$ cat config.mk
export PLATFORM = sky130hd
export DESIGN_NAME = i2c_eeprom_transfer_framer_core
export DESIGN_NICKNAME = d
export VERILOG_FILES = /design/src/hdl/eepfr_pkg.sv /design/src/hdl/eepfr_front.sv /design/src/hdl/eepfr_queue.sv /design/src/hdl/eepfr_back.sv /design/src/hdl/i2c_eeprom_transfer_framer_core.sv
export SDC_FILE = /design/constraint.sdc
export NUM_CORES = 1
export LEC_CHECK = 0
export BUFFER_PORTS_ARGS = -buffer_cell sky130_fd_sc_hd__buf_2
export CAP_MARGIN = 20
export CORE_MARGIN = 1.5
export CORE_UTILIZATION = 31
export DETAILED_ROUTE_END_ITERATION = 12
export GPL_TIMING_DRIVEN = 0
export PLACE_DENSITY = 0.49
export SYNTH_ARGS = -nofsm -noshare
export SYNTH_HDL_FRONTEND = slang
export SYNTH_SLANG_ARGS = --single-unit
$ cat constraint.sdc
create_clock -name clk -period 3.3 [get_ports clk]
set_input_delay 0.66 -clock clk [delete_from_list [all_inputs] [get_ports clk]]
set_output_delay 0.66 -clock clk [all_outputs]
set_load 0.1 [all_outputs]
$ cat src/hdl/eepfr_pkg.sv
`default_nettype none
package eepfr_pkg;

	localparam int QUEUE_DEPTH = 2;

	localparam logic [3:0] CHIP_KIND_RESET = 4'd1;
	localparam logic [7:0] DEVICE_ADDRESS_RESET = 8'd160;
	// kinds above this one send two address bytes
	localparam logic [3:0] LAST_SMALL_KIND = 4'd4;

	localparam logic CFG_CHIP_KIND = 1'b0;
	localparam logic CFG_DEVICE_ADDRESS = 1'b1;

	typedef enum logic [2:0] {
		OP_START = 3'd0,
		OP_SEND = 3'd1,
		OP_READ_ACK = 3'd2,
		OP_READ_NACK = 3'd3,
		OP_STOP = 3'd4
	} bus_op_t;

	// bus operation slots of one item, in emission order
	localparam int NUM_SLOTS = 8;
	localparam int SLOT_W = $clog2(NUM_SLOTS);
	localparam logic [SLOT_W-1:0] SLOT_START = 3'd0;
	localparam logic [SLOT_W-1:0] SLOT_DEV = 3'd1;
	localparam logic [SLOT_W-1:0] SLOT_HI = 3'd2;
	localparam logic [SLOT_W-1:0] SLOT_LO = 3'd3;
	localparam logic [SLOT_W-1:0] SLOT_RSTART = 3'd4;
	localparam logic [SLOT_W-1:0] SLOT_RDEV = 3'd5;
	localparam logic [SLOT_W-1:0] SLOT_MAIN = 3'd6;
	localparam logic [SLOT_W-1:0] SLOT_STOP = 3'd7;

	typedef struct packed {
		logic [NUM_SLOTS-1:0] slots;
		logic [7:0] dev_byte;
		logic [7:0] hi_byte;
		logic [7:0] lo_byte;
		logic [7:0] rdev_byte;
		logic [7:0] main_byte;
		bus_op_t main_op;
	} desc_t;

	// page size minus one per chip kind
	function automatic logic [15:0] page_mask(input logic [3:0] kind);
		logic [15:0] m;
		unique case (kind)
			4'd0, 4'd1: m = 16'd7;
			4'd2, 4'd3, 4'd4: m = 16'd15;
			4'd5, 4'd6: m = 16'd31;
			4'd7, 4'd8: m = 16'd63;
			4'd9: m = 16'd127;
			default: m = 16'd255;
		endcase
		return m;
	endfunction

endpackage
`default_nettype wire

$ cat src/hdl/eepfr_front.sv
`default_nettype none
module eepfr_front (
	input wire logic clk,
	input wire logic arst_n,
	input wire logic cfg_write,
	input wire logic cfg_index,
	input wire logic [7:0] cfg_data,
	input wire logic push,
	input wire logic q_full,
	input wire logic req_type,
	input wire logic [15:0] start_address,
	input wire logic first_of_burst,
	input wire logic last_of_burst,
	input wire logic [7:0] data_byte,
	output logic q_wr,
	output eepfr_pkg::desc_t q_wr_desc
);
	import eepfr_pkg::*;

	logic [3:0] chip_kind_q;
	logic [7:0] device_address_q;
	logic [15:0] next_address_q;

	logic [15:0] addr_cur;
	logic [15:0] addr_nxt;
	logic [15:0] mask;
	logic wide_addr;
	logic hdr;
	logic stop;
	logic rd_hdr;

	assign q_wr = push & ~q_full;

	always_ff @(posedge clk or negedge arst_n) begin
		if (!arst_n) begin
			chip_kind_q <= CHIP_KIND_RESET;
			device_address_q <= DEVICE_ADDRESS_RESET;
		end else if (cfg_write) begin
			unique case (cfg_index)
				CFG_CHIP_KIND: chip_kind_q <= cfg_data[3:0];
				CFG_DEVICE_ADDRESS: device_address_q <= cfg_data;
			endcase
		end
	end

	always_comb begin
		addr_cur = first_of_burst ? start_address : next_address_q;
		addr_nxt = addr_cur + 16'd1;
		mask = page_mask(chip_kind_q);
		wide_addr = chip_kind_q > LAST_SMALL_KIND;
		if (req_type) begin
			hdr = first_of_burst;
			stop = last_of_burst;
		end else begin
			hdr = first_of_burst | ((addr_cur & mask) == 16'd0);
			stop = last_of_burst | ((addr_nxt & mask) == 16'd0);
		end
		rd_hdr = req_type & first_of_burst;

		q_wr_desc = '0;
		q_wr_desc.slots[SLOT_START] = hdr;
		q_wr_desc.slots[SLOT_DEV] = hdr;
		q_wr_desc.slots[SLOT_HI] = hdr & wide_addr;
		q_wr_desc.slots[SLOT_LO] = hdr;
		q_wr_desc.slots[SLOT_RSTART] = rd_hdr;
		q_wr_desc.slots[SLOT_RDEV] = rd_hdr;
		q_wr_desc.slots[SLOT_MAIN] = 1'b1;
		q_wr_desc.slots[SLOT_STOP] = stop;
		// small chips fold address bits 8 to 14 into the device byte
		q_wr_desc.dev_byte = wide_addr ? device_address_q
			: device_address_q + {addr_cur[14:8], 1'b0};
		q_wr_desc.hi_byte = addr_cur[15:8];
		q_wr_desc.lo_byte = addr_cur[7:0];
		q_wr_desc.rdev_byte = device_address_q + 8'd1;
		q_wr_desc.main_byte = req_type ? 8'd0 : data_byte;
		if (!req_type)
			q_wr_desc.main_op = OP_SEND;
		else if (last_of_burst)
			q_wr_desc.main_op = OP_READ_NACK;
		else
			q_wr_desc.main_op = OP_READ_ACK;
	end

	always_ff @(posedge clk or negedge arst_n) begin
		if (!arst_n) begin
			next_address_q <= 16'd0;
		end else if (q_wr) begin
			next_address_q <= addr_nxt;
		end
	end

endmodule
`default_nettype wire

$ cat src/hdl/eepfr_queue.sv
`default_nettype none
module eepfr_queue #(
	parameter int DEPTH = eepfr_pkg::QUEUE_DEPTH
) (
	input wire logic clk,
	input wire logic arst_n,
	input wire logic wr,
	input wire eepfr_pkg::desc_t wr_desc,
	input wire logic rd,
	output logic q_full,
	output logic q_empty,
	output eepfr_pkg::desc_t rd_desc
);
	import eepfr_pkg::*;

	localparam int PW = (DEPTH > 1) ? $clog2(DEPTH) : 1;
	localparam int CW = $clog2(DEPTH + 1);

	desc_t mem [DEPTH];
	logic [PW-1:0] wr_ptr_q;
	logic [PW-1:0] rd_ptr_q;
	logic [CW-1:0] count_q;

	assign q_full = count_q == CW'(DEPTH);
	assign q_empty = count_q == '0;
	assign rd_desc = mem[rd_ptr_q];

	always_ff @(posedge clk) begin
		if (wr)
			mem[wr_ptr_q] <= wr_desc;
	end

	always_ff @(posedge clk or negedge arst_n) begin
		if (!arst_n) begin
			wr_ptr_q <= '0;
			rd_ptr_q <= '0;
			count_q <= '0;
		end else begin
			if (wr)
				wr_ptr_q <= (wr_ptr_q == PW'(DEPTH - 1)) ? '0 : wr_ptr_q + PW'(1);
			if (rd)
				rd_ptr_q <= (rd_ptr_q == PW'(DEPTH - 1)) ? '0 : rd_ptr_q + PW'(1);
			if (wr && !rd)
				count_q <= count_q + CW'(1);
			else if (rd && !wr)
				count_q <= count_q - CW'(1);
		end
	end

`ifndef ASSERT_OFF
	a_no_overflow: assert property (@(posedge clk) disable iff (!arst_n)
		!(wr && q_full && !rd)) else $error("queue written while full");
	a_no_underflow: assert property (@(posedge clk) disable iff (!arst_n)
		rd |-> !q_empty) else $error("queue read while empty");
	a_count_range: assert property (@(posedge clk) disable iff (!arst_n)
		count_q <= CW'(DEPTH)) else $error("queue count out of range");
`endif

endmodule
`default_nettype wire

$ cat src/hdl/eepfr_back.sv
`default_nettype none
module eepfr_back (
	input wire logic clk,
	input wire logic arst_n,
	input wire logic q_empty,
	input wire eepfr_pkg::desc_t rd_desc,
	output logic q_rd,
	input wire logic pop,
	output logic empty,
	output logic [2:0] bus_op,
	output logic [7:0] bus_byte,
	output logic last_of_run
);
	import eepfr_pkg::*;

	desc_t cur_q;
	logic [NUM_SLOTS-1:0] slots_q;
	logic out_valid_q;
	bus_op_t out_op_q;
	logic [7:0] out_byte_q;
	logic out_last_q;

	logic out_free;
	logic adv;
	logic found;
	logic [SLOT_W-1:0] sel;
	logic [NUM_SLOTS-1:0] slots_after;
	bus_op_t sel_op;
	logic [7:0] sel_byte;

	assign out_free = ~out_valid_q | pop;
	assign adv = out_free & (slots_q != '0);

	always_comb begin
		sel = '0;
		found = 1'b0;
		for (int i = 0; i < NUM_SLOTS; i++) begin
			if (slots_q[i] && !found) begin
				sel = SLOT_W'(i);
				found = 1'b1;
			end
		end
		slots_after = adv ? (slots_q & ~(NUM_SLOTS'(1) << sel)) : slots_q;
	end

	// fetch the next item once the current one has issued its final operation
	assign q_rd = ~q_empty & (slots_after == '0);

	always_comb begin
		sel_op = OP_SEND;
		sel_byte = 8'd0;
		unique case (sel)
			SLOT_START, SLOT_RSTART: sel_op = OP_START;
			SLOT_DEV: sel_byte = cur_q.dev_byte;
			SLOT_HI: sel_byte = cur_q.hi_byte;
			SLOT_LO: sel_byte = cur_q.lo_byte;
			SLOT_RDEV: sel_byte = cur_q.rdev_byte;
			SLOT_MAIN: begin
				sel_op = cur_q.main_op;
				sel_byte = cur_q.main_byte;
			end
			SLOT_STOP: sel_op = OP_STOP;
			default: sel_op = OP_STOP;
		endcase
	end

	always_ff @(posedge clk or negedge arst_n) begin
		if (!arst_n) begin
			slots_q <= '0;
			out_valid_q <= 1'b0;
		end else begin
			slots_q <= q_rd ? rd_desc.slots : slots_after;
			if (adv)
				out_valid_q <= 1'b1;
			else if (pop)
				out_valid_q <= 1'b0;
		end
	end

	always_ff @(posedge clk) begin
		if (q_rd)
			cur_q <= rd_desc;
		if (adv) begin
			out_op_q <= sel_op;
			out_byte_q <= sel_byte;
			out_last_q <= slots_after == '0;
		end
	end

	assign empty = ~out_valid_q;
	assign bus_op = out_op_q;
	assign bus_byte = out_byte_q;
	assign last_of_run = out_last_q;

`ifndef ASSERT_OFF
	a_load_active: assert property (@(posedge clk) disable iff (!arst_n)
		q_rd |=> slots_q != '0) else $error("item loaded with no operations");
	a_last_marks_end: assert property (@(posedge clk) disable iff (!arst_n)
		adv |=> out_valid_q && (out_last_q == ($past(slots_after) == '0)))
		else $error("last_of_run out of step with slot mask");
	a_byte_zero: assert property (@(posedge clk) disable iff (!arst_n)
		(out_valid_q && out_op_q != OP_SEND) |-> out_byte_q == 8'd0)
		else $error("nonzero byte on non-send operation");
`endif

endmodule
`default_nettype wire

$ cat src/hdl/i2c_eeprom_transfer_framer_core.sv
// 24Cxx EEPROM transfer framer.
// Input side is a queue: present one burst byte with push, it is taken when
// full is low. Result side is a queue of bus operations (start, send byte,
// read ack, read nack, stop): the oldest sits on bus_op/bus_byte/last_of_run
// while empty is low and leaves on pop. last_of_run flags the final
// operation of each input item.
// Config: cfg_write with cfg_index 0 sets chip_kind, 1 sets device_address;
// write only while the block is idle.
// The front end computes page framing and the running address at accept
// time and queues a per-item descriptor (2 deep); the back end issues one
// bus operation per cycle from it into a single output register while pop
// keeps that register free. An item's first operation passes through the
// descriptor queue, the back end's slot register and the output register.
// Throughput: one bus operation per cycle while pop keeps up; an item has
// 1 to 8 operations, and items are accepted every cycle while the
// descriptor queue has room. A stall on pop holds the output register, then
// the descriptor queue fills and full rises. Reset clears both queues, the
// address to 0, chip kind to 1 and the device address to 160.
`default_nettype none
module i2c_eeprom_transfer_framer_core #(
	parameter int QUEUE_DEPTH = eepfr_pkg::QUEUE_DEPTH
) (
	input wire logic clk,
	input wire logic arst_n,
	input wire logic cfg_write,
	input wire logic cfg_index,
	input wire logic [7:0] cfg_data,
	input wire logic push,
	output logic full,
	input wire logic req_type,
	input wire logic [15:0] start_address,
	input wire logic first_of_burst,
	input wire logic last_of_burst,
	input wire logic [7:0] data_byte,
	output logic empty,
	input wire logic pop,
	output logic [2:0] bus_op,
	output logic [7:0] bus_byte,
	output logic last_of_run
);
	import eepfr_pkg::*;

	logic q_wr;
	logic q_rd;
	logic q_empty;
	desc_t wr_desc;
	desc_t rd_desc;

	eepfr_front u_front (
		.clk(clk),
		.arst_n(arst_n),
		.cfg_write(cfg_write),
		.cfg_index(cfg_index),
		.cfg_data(cfg_data),
		.push(push),
		.q_full(full),
		.req_type(req_type),
		.start_address(start_address),
		.first_of_burst(first_of_burst),
		.last_of_burst(last_of_burst),
		.data_byte(data_byte),
		.q_wr(q_wr),
		.q_wr_desc(wr_desc)
	);

	eepfr_queue #(.DEPTH(QUEUE_DEPTH)) u_queue (
		.clk(clk),
		.arst_n(arst_n),
		.wr(q_wr),
		.wr_desc(wr_desc),
		.rd(q_rd),
		.q_full(full),
		.q_empty(q_empty),
		.rd_desc(rd_desc)
	);

	eepfr_back u_back (
		.clk(clk),
		.arst_n(arst_n),
		.q_empty(q_empty),
		.rd_desc(rd_desc),
		.q_rd(q_rd),
		.pop(pop),
		.empty(empty),
		.bus_op(bus_op),
		.bus_byte(bus_byte),
		.last_of_run(last_of_run)
	);

endmodule
`default_nettype wire
==> metrics.txt, run 1 <==
Mapped Cells 561; final hold violations 0; ys flop type edfxtp_1; vias per std cell 4.81; Die Height 165 microns; largest net degree at the start of global routing 43; Fill cells 2,501; DIE AREA 0.0272 sq mm; gr usage total 0.138; pre-CTS WS -0.0764 ns; worst-path cell chain buf_4, buf_2, mux2_2, ha_1, inv_1, fa_1, nor2b_1, o21a_1, o21a_1, o31ai_1, o311ai_1; Critical Path RT 3.45 ns; Clock Tree Root clkbuf_16; asr flop ratio synth 0.219; Leak 3.53 nW; Final Critical Period 3.04 ns; mean post-synth cell area 14.5 sq um; clock tree buffer depth 2; worst rel slew slack 0.360; IO Port Bufs 53; CP Class in -> reg; share of layout cells above drive strength 1 0.266; area leader, netlist edfxtp_1; final WL 17,500 microns; Combinational Power Share 0.351; largest family of logic cells by synthesized area multiplexers; largest fanout on the critical path 10; initial DRC count 251; CP max-delay cell o311ai_1; EDFF count, synth 146; Sequential Power Share 0.434; via count 4,737; cell mode on critical path o21a_1; CTS clock-pin slew for the worst setup and hold paths 0.08 ns; I/O pins 55; synthesized area 0.00812 sq mm; post-route cell area 0.00947 sq mm; crit path launch type input port; die width 165 microns; max-slew violations 0; Data arrival, critical path 3.19 ns; initial core utilization 0.313; diode count 0; Clock power frac 0.215; Hold Slack 0.0451 ns; cts hold-fix bufs 0; Synth Area in Adders 0.0193; #FFs+latches synth 187; row count 59; dpl hpwl 12,500 microns; maximum VDD drop 0.765 mV; Tcrit/Tclk final 0.921; total power per unit cell area 972 mW/mm^2; Area growth syn-to-layout 16.6%; top cell type's share of synthesized area 0.540; setup TNS 0 ns; post-synth cell types 63; most common cell in the netlist edfxtp_1; placer congestion estimate 0.801; Worst path max stage delay 0.53 ns; Net Sw Frac 0.381; worst-skew pair later-pin latency 0.43 ns; Worst Setup End Kind register; CTS tree built; fmax 329 MHz; WL/cell 17.8 microns; mux cell area share after synthesis 0.111; outcome finished clean; TritonCTS Buffers 17; post-CTS resize count 0; Synth warnings 0; switching power 3.50 mW; Seq/Total Area, Yosys 0.667; # setup viols final 0; fin nets 689; # DRC 0; # Post-CTS Setup Buffers 0; syn_nets 613; DR pass1 iterations 5; worst hold path type in -> async; first-pass GRT wire length 27,700 microns; RSZ-0062 raised after global routing no; clock skew after layout 0.0102 ns; global route overflow 0; Worst-Margin Slew 0.958 ns; clock sink count 187; Int Power 5.70 mW; Post-Synth Simple-Gate Area 0.0744; vias in the first global route 4,854; final core utilization 0.365; CTS HTree Levels 4; Post-DP Area 0.00885 sq mm; setup ws final 0.262 ns; post-route ant nets 0; max-cap violation count 0; Post-synth top cells 146 x edfxtp_1, 61 x mux2_2, 48 x nand2_1, 38 x dfrtp_1; antenna violations before repair 0; Synth area leaders edfxtp_1 54%, dfrtp_1 12%, mux2_2 8.5%; core area 0.0259 sq mm; XOR/XNOR share of the synthesized area 0.0300; complex-gate fraction of the synthesized area 0.0753
-- stage by stage --
step           power [mW]  std cells
2_1_floorplan        6.36        561
3_3_place_gp         7.19        949
3_5_place_dp         7.29        951
4_1_cts              9.30        983
5_1_grt              9.72        985
6_report             9.20        985
-- power by group through the flow --
stage          sequential, mW  combinational [mW]  clock [mW]
2_1_floorplan            4.47                1.89           0
3_3_place_gp             4.04                3.15           0
3_5_place_dp             4.05                3.25           0
4_1_cts                  4.00                3.26        2.04
5_1_grt                  4.09                3.52        2.12
6_report                 4.00                3.23        1.98
-- critical path: cells and delay by family --
family / cells / cell delay [ns]
buf+inv: 3 / 0.51
simple gates: 1 / 0.13
compound gates: 4 / 0.97
fa+ha+maj: 2 / 0.59
mux: 1 / 0.32
-- cell usage in the layout (no fill, tap or decap), types with 10 or more instances in the layout --
cell and instances:
edfxtp_1 146, mux2_2 61, buf_2 55, nand2_1 48, dfrtp_1 38, inv_1 24, o21ai_1 24, mux2i_1 20
xnor2_1 18, clkbuf_16 17, nor2_1 16, nor2b_1 12, clkbuf_1 11, a21oi_1 10, ha_1 10
-- registers in the layout, summed over array words and instances (netlist names), 3 cells and up --
register                  cells
u_back.bus_byte               8
u_back.bus_op                 3
u_back.cur_q                 42
u_back.slots_q                8
u_front.chip_kind_q           4
u_front.device_address_q      8
u_front.next_address_q       16
u_queue.mem                  92
-- kinds of logic (layout without fill, tap and decap cells) --
kind of cell	after synthesis	in the layout
mux	82	82
compound gates	89	89
fa+ha+maj	12	12
simple gates	120	120
buf+inv	44	133
xor+xnor	27	27
flops	187	187
-- worst paths after layout --
check,start,end,slack [ns],cells after the start
setup / recovery,first_of_burst,u_queue.mem[1][42],0.26,11
hold / removal,arst_n,u_back.out_valid_q,0.05,1
setup reg to reg,u_back.slots_q[1],u_back.cur_q[41],0.28,7
hold reg to reg,u_front.next_address_q[10],u_front.next_address_q[10],0.49,2
max in group asynchronous,arst_n,u_front.device_address_q[5],2.72,2
min in group clk,cfg_data[4],u_front.device_address_q[4],0.46,2
-- layout make-up --
| type | instances | area, sq um | share of cell area |
|---|---|---|---|
| flip-flops and latches | 187 | 5410 | 0.572 |
| well taps | 335 | 419 | 0.0443 |
| inverters | 26 | 97.6 | 0.0103 |
| multi-input cells | 330 | 2530 | 0.267 |
| clock buffers | 17 | 425 | 0.0449 |
| plain buffers | 18 | 92.6 | 0.00978 |
| repair buffers | 57 | 333 | 0.0352 |
| clock inverters | 15 | 159 | 0.0168 |
-- routing by layer --
layer  share of wire  GRT usage
met3           0.036     0.0316
met5               0          0
met1            0.48      0.188
met2            0.48      0.221
met4           0.010     0.0401
Note: power is estimated with default switching activity, not from simulation.
==> run 2, diff against run 1 <==
Settings changed: CTS_BUF_LIST set to sky130_fd_sc_hd__clkbuf_2, CTS_CLUSTER_DIAMETER set to 150.
==> run 2 against run 1 <==
Clock skew up 0.035 ns. Critical path depth down 4. Routed wire length down 1.1%. Core utilization down 1.3 points. Via count down 1.1%. Critical endpoint is now u_back.cur_q[23]. Flip-flop and latch count unchanged. First-iteration DRC count down 5.2%. Fmax up 4.7%. Die area unchanged. Non-clock buffer count up 1. Highest routed layer unchanged. Sequential share of layout area up 2.0 points. Design area down 3.4%.
==> metrics.txt, run 2 (synthesized netlist as in run 1, its figures left out) <==
global route overflow 0 (unchanged); Clock Tree Root clkbuf_2 (was clkbuf_16); Inst Count DP 951 (unchanged); CTS HTree Levels 4 (unchanged); Worst-Margin Slew 0.834 ns (was 0.958 ns); # DRC 0 (unchanged); post-route ant nets 0 (unchanged); die width 165 microns (unchanged); share of layout cells above drive strength 1 0.266 (about the same); clock skew after layout 0.0456 ns (was 0.0102 ns); Hold Slack 0.159 ns (was 0.0451 ns); core area 0.0259 sq mm (unchanged); initial DRC count 238 (was 251); CTS tree built (unchanged); Die Height 165 microns (unchanged); pre-CTS WS -0.0764 ns (unchanged); CTS clock-pin slew for the worst setup and hold paths 0.31 ns (was 0.08 ns); # setup viols final 0 (unchanged); final core utilization 0.353 (was 0.365); final non-filler cell total 987 (was 985); antenna violations before repair 1 (was 0); CP Class reg -> reg (was in -> reg); final WL 17,300 microns (was 17,500 microns); Area growth syn-to-layout 12.5% (was 16.6%); placer congestion estimate 0.801 (unchanged); IO Port Bufs 53 (unchanged); Tcrit/Tclk final 0.879 (was 0.921); Worst Setup End Kind register (unchanged); maximum VDD drop 0.759 mV (was 0.765 mV); I/O pins 55 (unchanged); DR pass1 iterations 5 (unchanged); max-slew violations 0 (unchanged); worst rel slew slack 0.443 (was 0.360); Final Critical Period 2.90 ns (was 3.04 ns); DIE AREA 0.0272 sq mm (unchanged); grt peak-use layer met2 (unchanged); TritonCTS Buffers 17 (unchanged); gr usage total 0.136 (was 0.138); worst-skew pair later-pin latency 0.73 ns (was 0.43 ns); Worst path max stage delay 0.54 ns (was 0.53 ns); most frequent cells in the layout 146 x edfxtp_1, 61 x mux2_2, 55 x buf_2 (unchanged); Buf/Inv on CP 2 (was 3); clock sink count 187 (unchanged); final hold violations 0 (unchanged); largest fanout on the critical path 42 (was 10); met3 usage 0.0286 (was 0.0316); Worst R2R Path Depth 7 (unchanged); fin nets 690 (was 689); setup ws final 0.398 ns (was 0.262 ns); commonest non-fill, non-tap cell in the layout edfxtp_1 (unchanged); WL/cell 17.6 microns (was 17.8 microns); outcome finished clean (unchanged); row count 59 (unchanged); hold path depth 2; worst hold path type in -> reg (was in -> async); total power per unit cell area 910 mW/mm^2 (was 972 mW/mm^2); Critical Path RT 3.67 ns (was 3.45 ns); largest net degree at the start of global routing 43 (unchanged); biggest regs u_queue.mem: 92 flops, u_back.cur_q: 42 flops, u_front.next_address_q: 16 flops (unchanged); CP max-delay cell dfrtp_1 (was o311ai_1); dpl hpwl 12,500 microns (unchanged); max FFs per register 92 (unchanged); max-cap violation count 0 (unchanged); # Post-CTS Setup Buffers 0 (unchanged); RSZ-0062 raised after global routing no (unchanged); WP depth 7 (was 11); Top reg by flops u_queue.mem (unchanged); first-pass GRT wire length 27,500 microns (was 27,700 microns); worst-path cell chain nor2_1, nand2_1, a22oi_1, o211ai_2, or3b_1, buf_6, clkinv_2 (was buf_4, buf_2, mux2_2, ha_1, inv_1, fa_1, nor2b_1, o21a_1, o21a_1, o31ai_1, o311ai_1); met2 Use GR 0.214 (was 0.221); fmax 345 MHz (was 329 MHz); vias per std cell 4.74 (was 4.81); Data arrival, critical path 3.27 ns (was 3.19 ns); crit path launch type register (was input port); Leak 3.39 nW (was 3.53 nW); via count 4,683 (was 4,737); met1 usage 0.191 (was 0.188); initial core utilization 0.313 (unchanged); vias in the first global route 4,783 (was 4,854); Top delay family on crit path simple AND/OR/NAND/NOR gates (was compound AO/OA/AOI/OAI gates); clock tree buffer depth 2 (unchanged)
-- run 2: cell count changes in the layout (fill, tap and decap cells not counted) --
cell,change
dlygate4sd3_1,+1
clkinv_2,+1
inv_2,-1
clkbuf_2,+17
clkbuf_16,-17
diode_2,+1
-- run 2: layer usage --
layer  up-vias  part of all wire  wire length [microns]
met1      2314              0.49                   8440
met4         0             0.011                    197
met2        87              0.47                   8090
met3        11             0.035                    601
met5         -                 0                      0
li1       2271                 -                      -
-- run 2: power by group --
group	leakage (nW)	internal [mW]	total (mW)	switching (mW)
clock network	0.144	0.246	1.11	0.863
registers	1.86	3.64	3.98	0.339
logic	1.39	1.03	3.22	2.19
-- run 2: path summary, 6_finish.rpt --
path / end / startpoint / slack (ns)
min: u_front.device_address_q[7] / cfg_data[7] / 0.16
min in group asynchronous: u_back.out_valid_q / arst_n / 0.22
max: u_back.cur_q[23] / u_back.slots_q[1] / 0.40
max in group asynchronous: u_front.device_address_q[5] / arst_n / 2.51
min reg2reg: u_queue.count_q[1] / u_queue.count_q[1] / 0.53
max reg2reg: u_back.cur_q[23] / u_back.slots_q[1] / 0.40
-- run 2: layout make-up --
type / instances / area, sq um
Clock inverter: 15 / 159
Buffer: 18 / 92.6
Fill cell: 2536 / 16800
Tap cell: 335 / 419
Clock buffer: 17 / 85.1
Antenna cell: 1 / 2.50
Sequential cell: 187 / 5410
Multi-Input combinational cell: 330 / 2530
Inverter: 26 / 98.8
Timing Repair Buffer: 58 / 343
-- run 2: per-stage QoR --
stage                     total power, mW  TNS [ns]  area, sq um
after detailed placement             7.29    -0.167         8850
after CTS                            8.41         0         9110
after global placement               7.19    -18.15         8810
after global routing                 8.85         0         9140
final                                8.31         0         9140
after floorplan                      6.36         0         8120
-- run 2: timing repair --
| item | 4_1_cts | 5_1_grt |
|---|---|---|
| hold buffers | 1 | 0 |
| endpoints found under the setup margin | 0 | 31 |
| hold endpoints to repair | 10 | 0 |
| gates resized for setup | 0 | 1 |
